==> config.mk <==
export PLATFORM = sky130hd
export DESIGN_NAME = priority_ordered_stack_unit
export DESIGN_NICKNAME = d
export VERILOG_FILES = /design/src/design/pos_pkg.sv /design/src/design/pos_ctrl.sv /design/src/design/pos_datapath.sv /design/src/design/priority_ordered_stack_unit.sv
export SDC_FILE = /design/constraint.sdc
export NUM_CORES = 2
export LEC_CHECK = 0
export BUFFER_PORTS_ARGS = -buffer_cell sky130_fd_sc_hd__buf_2
export CAP_MARGIN = 15
export CELL_PAD_IN_SITES_DETAIL_PLACEMENT = 0
export CELL_PAD_IN_SITES_GLOBAL_PLACEMENT = 1
export CORE_ASPECT_RATIO = 0.9
export CORE_MARGIN = 5
export CORE_UTILIZATION = 57
export CTS_BUF_LIST = sky130_fd_sc_hd__clkbuf_2
export CTS_CLUSTER_SIZE = 12
export DETAILED_ROUTE_END_ITERATION = 10
export PLACE_DENSITY_LB_ADDON = 0.1
export SKIP_CTS_REPAIR_TIMING = 1
export SYNTH_ARGS = -nofsm -noshare
export SYNTH_HDL_FRONTEND = slang
export SYNTH_SLANG_ARGS = --single-unit
==> constraint.sdc <==
create_clock -name clk -period 23.1 [get_ports clk]
set_input_delay 1.155 -clock clk [delete_from_list [all_inputs] [get_ports clk]]
set_output_delay 1.155 -clock clk [all_outputs]
set_load 0.01 [all_outputs]
==> src/design/pos_pkg.sv <==
// shared types and codes for the priority ordered stack
`timescale 1ns / 1ps

package pos_pkg;

	// command codes carried on kind
	typedef enum logic [1:0] {
		KIND_SORT  = 2'd0,
		KIND_FRONT = 2'd1,
		KIND_POP   = 2'd2
	} kind_t;

	// status codes reported with each result word
	typedef enum logic [1:0] {
		STAT_OK    = 2'd0,
		STAT_FULL  = 2'd1,
		STAT_EMPTY = 2'd2
	} status_t;

	// controller states
	typedef enum logic {
		ST_IDLE = 1'b0,
		ST_EXEC = 1'b1
	} state_t;

	// commands from controller to datapath
	typedef struct packed {
		logic load;
		logic exec;
	} cmd_t;

endpackage

==> src/design/pos_ctrl.sv <==
// controller state machine for the priority ordered stack
`timescale 1ns / 1ps

module pos_ctrl (
	input  logic           clk,
	input  logic           arst_n,
	input  logic           start,
	output logic           busy,
	output logic           done,
	output pos_pkg::cmd_t  cmd
);

	pos_pkg::state_t state_q;
	pos_pkg::state_t state_nxt;
	logic            done_q;

	// state register
	always_ff @(posedge clk or negedge arst_n) begin
		if (!arst_n) begin
			state_q <= pos_pkg::ST_IDLE;
		end else begin
			state_q <= state_nxt;
		end
	end

	// result strobe follows the execute cycle
	always_ff @(posedge clk or negedge arst_n) begin
		if (!arst_n) begin
			done_q <= 1'b0;
		end else begin
			done_q <= cmd.exec;
		end
	end

	// next state and command decode
	always_comb begin
		state_nxt = state_q;
		busy      = 1'b0;
		cmd.load  = 1'b0;
		cmd.exec  = 1'b0;
		case (state_q)
			pos_pkg::ST_IDLE: begin
				if (start) begin
					cmd.load  = 1'b1;
					state_nxt = pos_pkg::ST_EXEC;
				end
			end
			pos_pkg::ST_EXEC: begin
				busy      = 1'b1;
				cmd.exec  = 1'b1;
				state_nxt = pos_pkg::ST_IDLE;
			end
			default: begin
				state_nxt = pos_pkg::ST_IDLE;
			end
		endcase
	end

	assign done = done_q;

endmodule

==> src/design/pos_datapath.sv <==
// row of ordered cells with compare, shift and result registers
`timescale 1ns / 1ps

module pos_datapath #(
	parameter int DEPTH = 16,
	parameter int CW    = $clog2(DEPTH + 1)
) (
	input  logic                 clk,
	input  logic                 arst_n,
	input  pos_pkg::cmd_t        cmd,
	input  logic [1:0]           kind,
	input  logic signed [31:0]   item_value,
	input  logic signed [31:0]   item_rank,
	output logic signed [31:0]   head_value,
	output logic signed [31:0]   head_rank,
	output logic                 popped,
	output logic [1:0]           status,
	output logic [CW-1:0]        fill_count
);

	logic [1:0]         kind_q;
	logic signed [31:0] value_q;
	logic signed [31:0] rank_q;
	logic [CW-1:0]      occ_q;

	logic signed [31:0] cell_value_q [DEPTH];
	logic signed [31:0] cell_rank_q  [DEPTH];
	logic signed [31:0] cell_value_nxt [DEPTH];
	logic signed [31:0] cell_rank_nxt  [DEPTH];

	logic [DEPTH-1:0] rank_hit;
	logic [DEPTH-1:0] after_pos;
	logic             is_push;
	logic             is_pop;
	logic             full;
	logic             empty;
	logic             push_ok;
	logic             pop_ok;

	logic signed [31:0] head_value_q;
	logic signed [31:0] head_rank_q;
	logic               popped_q;
	logic [1:0]         status_q;

	// command word capture
	always_ff @(posedge clk) begin
		if (cmd.load) begin
			kind_q  <= kind;
			value_q <= item_value;
			rank_q  <= item_rank;
		end
	end

	// command decode
	assign is_push = (kind_q == pos_pkg::KIND_SORT) || (kind_q == pos_pkg::KIND_FRONT);
	assign is_pop  = (kind_q == pos_pkg::KIND_POP);
	assign full    = (occ_q == CW'(DEPTH));
	assign empty   = (occ_q == '0);
	assign push_ok = cmd.exec && is_push && !full;
	assign pop_ok  = cmd.exec && is_pop && !empty;

	// each cell flags a greater rank, an empty slot or a head push
	always_comb begin
		for (int i = 0; i < DEPTH; i++) begin
			rank_hit[i] = (CW'(i) >= occ_q) || (kind_q == pos_pkg::KIND_FRONT) ||
				(cell_rank_q[i] > rank_q);
		end
	end

	// cells at or after the first hit take part in the shift
	always_comb begin
		after_pos[0] = rank_hit[0];
		for (int i = 1; i < DEPTH; i++) begin
			after_pos[i] = after_pos[i - 1] || rank_hit[i];
		end
	end

	// per cell next value: keep, take new word, shift down or shift up
	always_comb begin
		for (int i = 0; i < DEPTH; i++) begin
			cell_value_nxt[i] = cell_value_q[i];
			cell_rank_nxt[i]  = cell_rank_q[i];
			if (push_ok && after_pos[i]) begin
				if (i == 0) begin
					cell_value_nxt[i] = value_q;
					cell_rank_nxt[i]  = rank_q;
				end else if (!after_pos[(i == 0) ? 0 : i - 1]) begin
					cell_value_nxt[i] = value_q;
					cell_rank_nxt[i]  = rank_q;
				end else begin
					cell_value_nxt[i] = cell_value_q[(i == 0) ? 0 : i - 1];
					cell_rank_nxt[i]  = cell_rank_q[(i == 0) ? 0 : i - 1];
				end
			end else if (pop_ok && (i < DEPTH - 1)) begin
				cell_value_nxt[i] = cell_value_q[(i < DEPTH - 1) ? i + 1 : i];
				cell_rank_nxt[i]  = cell_rank_q[(i < DEPTH - 1) ? i + 1 : i];
			end
		end
	end

	// cell row storage
	always_ff @(posedge clk) begin
		for (int i = 0; i < DEPTH; i++) begin
			cell_value_q[i] <= cell_value_nxt[i];
			cell_rank_q[i]  <= cell_rank_nxt[i];
		end
	end

	// occupancy count
	always_ff @(posedge clk or negedge arst_n) begin
		if (!arst_n) begin
			occ_q <= '0;
		end else if (push_ok) begin
			occ_q <= occ_q + CW'(1);
		end else if (pop_ok) begin
			occ_q <= occ_q - CW'(1);
		end
	end

	// result word registers
	always_ff @(posedge clk) begin
		if (cmd.exec) begin
			head_value_q <= pop_ok ? cell_value_q[0] : '0;
			head_rank_q  <= pop_ok ? cell_rank_q[0] : '0;
			popped_q     <= pop_ok;
			if (is_push && full) begin
				status_q <= pos_pkg::STAT_FULL;
			end else if (is_pop && empty) begin
				status_q <= pos_pkg::STAT_EMPTY;
			end else begin
				status_q <= pos_pkg::STAT_OK;
			end
		end
	end

	assign head_value = head_value_q;
	assign head_rank  = head_rank_q;
	assign popped     = popped_q;
	assign status     = status_q;
	assign fill_count = occ_q;

endmodule

==> src/design/priority_ordered_stack_unit.sv <==
// top level of the priority ordered stack: controller plus cell datapath
// a command taken in the idle state moves the controller to the execute state, and its result
// word shows in the cycle after execute with done high for one cycle
// a new command is taken only in the idle state, so each command ends its execute state before the next is taken
// reset: arst_n clears the controller and the entry count; cell contents are not cleared
// the receiver cannot stall: each result word is valid for its one done cycle
`timescale 1ns / 1ps

module priority_ordered_stack_unit #(
	parameter int DEPTH = 16
) (
	input  logic                              clk,
	input  logic                              arst_n,
	input  logic                              start,
	output logic                              busy,
	input  logic [1:0]                        kind,
	input  logic signed [31:0]                item_value,
	input  logic signed [31:0]                item_rank,
	output logic                              done,
	output logic signed [31:0]                head_value,
	output logic signed [31:0]                head_rank,
	output logic                              popped,
	output logic [1:0]                        status,
	output logic [$clog2(DEPTH + 1)-1:0]      fill_count
);

	localparam int CW = $clog2(DEPTH + 1);

	pos_pkg::cmd_t cmd;

	// sequencing
	pos_ctrl u_ctrl (
		.clk    (clk),
		.arst_n (arst_n),
		.start  (start),
		.busy   (busy),
		.done   (done),
		.cmd    (cmd)
	);

	// storage and compare cells
	pos_datapath #(
		.DEPTH (DEPTH),
		.CW    (CW)
	) u_datapath (
		.clk        (clk),
		.arst_n     (arst_n),
		.cmd        (cmd),
		.kind       (kind),
		.item_value (item_value),
		.item_rank  (item_rank),
		.head_value (head_value),
		.head_rank  (head_rank),
		.popped     (popped),
		.status     (status),
		.fill_count (fill_count)
	);

`ifndef SYNTHESIS
	// an accepted command executes on the following cycle
	a_accept_exec: assert property (@(posedge clk) disable iff (!arst_n)
		(start && !busy) |=> busy)
		else $error("accepted command did not enter execute");

	// a result word appears only once the unit is free again
	a_done_free: assert property (@(posedge clk) disable iff (!arst_n)
		done |-> !busy)
		else $error("result strobe while busy");

	// entry count never exceeds the store size
	a_fill_bound: assert property (@(posedge clk) disable iff (!arst_n)
		fill_count <= CW'(DEPTH))
		else $error("fill count beyond depth");

	// a returned entry always reports ok status
	a_pop_ok: assert property (@(posedge clk) disable iff (!arst_n)
		(done && popped) |-> (status == pos_pkg::STAT_OK))
		else $error("popped word with error status");

	// a dropped push is reported only with a full store
	a_full_count: assert property (@(posedge clk) disable iff (!arst_n)
		(done && (status == pos_pkg::STAT_FULL)) |-> (fill_count == CW'(DEPTH)))
		else $error("full status with room left");
`endif

endmodule

# Yosys cells after proc, flatten, opt, wreduce, memory -nomap -nowiden

Memories as Yosys holds them, arrays and structs flattened.
Index checks and enable logic that the tools add are counted.
Widths: inputs -> output; s select.

Register bits after elaboration: 140
Latch bits: 0
Bits in writable memories: 1024
Memory bits (read-only): 0
Input port bits: 69
Output and inout bits: 74
Word-level logic and storage cells: 224
Memories: 2

Add/sub/neg operators: 2
Multiply operators: 0
Div/mod/pow operators: 0
$lt $le $gt $ge: 32
Equal/unequal tests: 3
Shift operators: 0
Muxes and demuxes: 99
Bitwise operators: 1
Reductions and logical operators: 75

Memories:

| name                    | words | bits a word | read ports | clocked after Yosys merged registers in | wr ports | line               | text |
|---|---|---|---|---|---|---|---|
| u_datapath.cell_rank_q  | 16    | 32          | 16         | 0                                       | 16       | pos_datapath.sv:27 | `logic signed [31:0] cell_rank_q [DEPTH];` |
| u_datapath.cell_value_q | 16    | 32          | 16         | 0                                       | 16       | pos_datapath.sv:26 | `logic signed [31:0] cell_value_q [DEPTH];` |

Operators with widths:

| kind                | number |
|---|---|
| $mux 32             | 92 |
| $gt 32x32->1        | 16 |
| $logic_or 1x1->1    | 48 |
| $ge 4x5->1 const A  | 8 |
| $logic_and 1x1->1   | 22 |
| $ge 3x5->1 const A  | 4 |
| $ge 1x5->1 const A  | 2 |
| $ge 2x5->1 const A  | 2 |
| $mux 5              | 2 |
| $add 5x1->5 const B | 1 |
| $eq 5x5->1 const B  | 1 |
| $logic_not 5->1     | 1 |
| $sub 5x1->5 const B | 1 |
| $mux 1              | 3 |
| $eq 2x1->1 const B  | 1 |
| $eq 2x2->1 const B  | 1 |
| $logic_not 1->1     | 2 |
| $logic_not 2->1     | 1 |
| $mux 2              | 1 |
| $pmux 1 s2          | 1 |
| $reduce_bool 2->1   | 1 |
| $not 1->1           | 1 |

# Logic depth before layout (Yosys ltp)

Depth in word-level cells: 20
Mapped depth: 16
Gate-level depth less buffers: 12

# Modules after synthesis

Synthesis repeated with hierarchy kept, for this count alone.

Cells, all modules: 6280
Area total of the unflattened synthesis: 67517.3 um2

By module, submodules not included:

| module       | times used | cells an instance | area each (um2) | sequential area each (um2) |
|---|---|---|---|---|
| pos_datapath | 1          | 6275              | 67438.4         | 34868.4 |
| pos_ctrl     | 1          | 5                 | 78.8            | 50.0 |

# Worst setup path before layout

OpenSTA, ideal clock, no wires.

Path kind: reg2reg
From: register u_datapath.rank_q[31] (netlist name)
To: memory u_datapath.cell_rank_q[14][0], in the netlist u_datapath.cell_rank_q[1][192] (enable)
Library setup time: 574 ps
Data arrival time: 7770 ps
Data required time: 22526 ps
Setup slack: 14756 ps
Cell stages (with the launch flop): 15
Path buffers: 2
Period minus slack after synthesis: 8344 ps
Path through: edfxtp_1 > inv_1 > ha_1 > nand4_1 > or4_4 > nor4_4 > o31a_1 > o21ai_0 > a22o_4 > nor3b_4 > nand4_4 > nor3_2 > buf_2 > buf_4 > o21ai_0

RTL lines:

| item             | line |
|---|---|
| end: declaration | pos_datapath.sv:27 |

==> results.md <==
* Status: completed
* Max Slew Vio Count at 0
* Vias in the first global route at 53,400
* Slew headroom at 0.125
* Max Buffers Root-to-Sink at 4
* Syn Nets at a little under 7,000
* Primary FF master, synth: edfxtp_1
* Max Fclk at ~100 MHz
* Critical Path AT at 11.11 ns
* HP Class: primary input to flip-flop
* Layout Cells excl Fill at 8,308
* Initial antenna violation count at 18
* Post-synth top area cell: edfxtp_1
* Final setup vio count at 0
* Grt ovf at 0
* Post-Route Utilization at 0.620
* Effective utilization at floorplan at 0.576
* Fin nets at 7,076
* Avg Vias per Cell at a little under 7
* Period utilisation layout at 0.419
* CP Capture Type: flip-flop
* First-pass DRT Iterations at 6
* Largest net degree at the start of global routing at 194
* Post-synth ARST share at 0.00601
* CTS tree: yes
* Synth Warn # at 0
* Clk_skew at between 0.2 and 0.25 ns
* Layout area overhead at 7.68%
* Root Buffer: clkbuf_2
* Row cnt at 121
* CTS buffer count at 324
* M2 GR Usage at 0.557
* Setup TNS at 0 ns
* GRT met1 Usage at 0.557
* Global route hottest layer: met1
* CP endpoint: u_datapath.cell_rank_q[1][169]
* Leakage at 30.8 nW
* Post-route ant nets at 0
* Drt total wl at ~260 mm
* RR Startpoint: u_datapath.rank_q[30]
* Reg clk slew, reported paths at ~0.10 ns
* Critical Path RT at between 20 and 25 ns
* First-pass GRT wire length at around 370 mm
* Overall global routing resource usage at 0.392
* Post-DP HPWL at 163 mm
* Post-synth EDFFs at 1,157
* Share of cells above drive strength 1 at 0.142
* Starting DRT DRC Count at 7,865
* Chip Height at 342 microns
* Beginning of the worst hold path: item_rank[8]
* Clk_lat worst skew at between 1.5 and 2 ns
* Dpl cells at 7,692
* PortBufs at 142
* Worst setup startpoint: u_datapath.rank_q[30]
* CP Launch Type: flip-flop
* Synth cell count leaders: edfxtp_1, a21oi_1, mux2i_1, nor2_1, ha_1
* Setup CP Type: flip-flop to flip-flop
* Met3 usage at 0.118
* Synth Cell Area at around 70,000 sq um
* Register-to-register setup slack at 13.43 ns
* FF+latch count, synth at around 1,200
* Clock sink total at roughly 1,200
* Yosys top cell area share at 0.498
* VDD IR max at 0.0000516 V
* Synth area leaders: edfxtp_1, mux2i_1, ha_1, a21oi_1, nor2_1
* Worst-Margin Slew at 1.30 ns
* Io pins at 143
* RSZ-0062 raised after global routing: false
* DIE WIDTH at 379 microns
* Mapped Cells at 6,327
* Power density cells at 73.8 nW/um^2
* Seq/Total Area, Yosys at 0.500
* Final hold viol count at 0
* Wirelength per Cell at between 30 and 40 microns
* Vias at between 50,000 and 60,000
* WHS at 0.118 ns
* Crit Path Max Fanout at 74
* FF-to-FF End: u_datapath.cell_rank_q[1][169]
* Distinct cells, synth at between 80 and 90
* Count leader, synth: edfxtp_1
* Maxcap violations at 0
* Core ar. at approximately 120,000 sq um
* Die area at 130,000 sq um
* Global placement routability congestion at 1.03
* H-tree depth at 5
* Min cycle time layout at 9.67 ns
* Worst r2r path cells at 16
* Detailed-route DRC error count at 0
* Synth Area per Inst at 11.0 sq um
-- power breakdown --
part           leakage, nW  total, mW  switching [mW]  internal (mW)
Sequential            10.9       2.80           0.196           2.61
Clock                 2.07       1.47           0.913          0.561
Combinational         17.8       1.28           0.868          0.407
Total                 30.8       5.55            1.98           3.58
-- state kept, by name, indices dropped and copies added (netlist names) --
name and cells:
u_datapath.value_q 32, u_ctrl.done 1, u_datapath.popped 1, u_ctrl.state_q 1
u_datapath.cell_rank_q 512, u_datapath.kind_q 2, u_datapath.head_value 32, u_datapath.status 2
u_datapath.head_rank 32, u_datapath.rank_q 32, u_datapath.fill_count 5, u_datapath.cell_value_q 512
-- per-stage QoR --
stage | setup slack, ns | power, mW | instance area, sq um
floorplan | 14.76 | 3.53 | 69800
global placement | 13.81 | 4.03 | 71800
detailed placement | 13.65 | 4.05 | 71800
CTS | 13.58 | 5.50 | 74400
global route | 13.32 | 5.77 | 75200
finish | 13.43 | 5.55 | 75200
-- layout make-up --
class	count	area (sq um)
Fill cell	10200	46100
Timing Repair Buffer	320	2310
Sequential cell	1164	34900
Clock buffer	451	2260
Antenna cell	21	52.6
Clock inverter	73	388
Tap cell	1599	2000
Multi-Input combinational cell	4604	33000
Inverter	76	285
-- layer usage --
| layer | wire (microns) | up-vias |
|---|---|---|
| met5 | 133 | - |
| met4 | 11900 | 10 |
| met3 | 33500 | 713 |
| met2 | 109000 | 3886 |
| met1 | 107000 | 27900 |
| li1 | - | 24500 |
-- cells in the final DEF, fill, tap and decap left out, drive strengths merged, types with 63 or more instances in the layout --
| cell type | n |
|---|---|
| nand2 | 349 |
| buf | 252 |
| nand3b | 65 |
| a31oi | 79 |
| o31ai | 67 |
| mux2 | 253 |
| dlygate4sd3 | 68 |
| o21ai | 214 |
| nand3 | 111 |
| clkbuf | 451 |
| edfxtp | 1157 |
| a21oi | 949 |
| nor2 | 635 |
| or4 | 66 |
| o211ai | 80 |
| and2 | 70 |
| nand4 | 100 |
| clkinv | 63 |
| ha | 517 |
| inv | 82 |
| mux2i | 677 |
-- kinds of logic (layout without fill, tap and decap cells) --
family	count (synthesis)	count (layout)	synth area share
other	0	21	0
adder cells (fa/ha/maj)	517	517	0.0926
multiplexers	930	930	0.138
buffers and inverters	559	920	0.0339
XOR/XNOR	4	4	0.000502
AND/OR/NAND/NOR	1571	1571	0.106
flip-flops	1164	1164	0.500
AO/OA/AOI/OAI	1582	1582	0.129
-- worst min path at each step --
stage,to,slack (ns),cells after the start
6_report,u_datapath.rank_q[8],0.12,2
5_1_grt,u_datapath.value_q[7],0.04,2
4_1_cts,u_ctrl.done,-0.86,1
3_5_place_dp,u_datapath.head_value[31],0.54,1
3_3_place_gp,u_datapath.head_value[15],0.53,1
2_1_floorplan,u_datapath.cell_value_q[0][128],0.52,2
-- critical path, cell delays in order (launching register included) --
cell,delay [ns]
edfxtp_1,0.67
inv_1,0.54
ha_1,0.55
nand2_1,0.07
nor3_1,1.03
nand4_1,0.42
o22ai_1,0.28
inv_1,0.09
a211o_1,0.36
nor2b_1,0.92
nand4_4,1.04
buf_4,0.72
buf_4,0.49
o21ai_4,0.28
buf_4,0.62
buf_4,0.67
mux2_2,0.41
No activity file was read; power rests on OpenSTA's default activity.
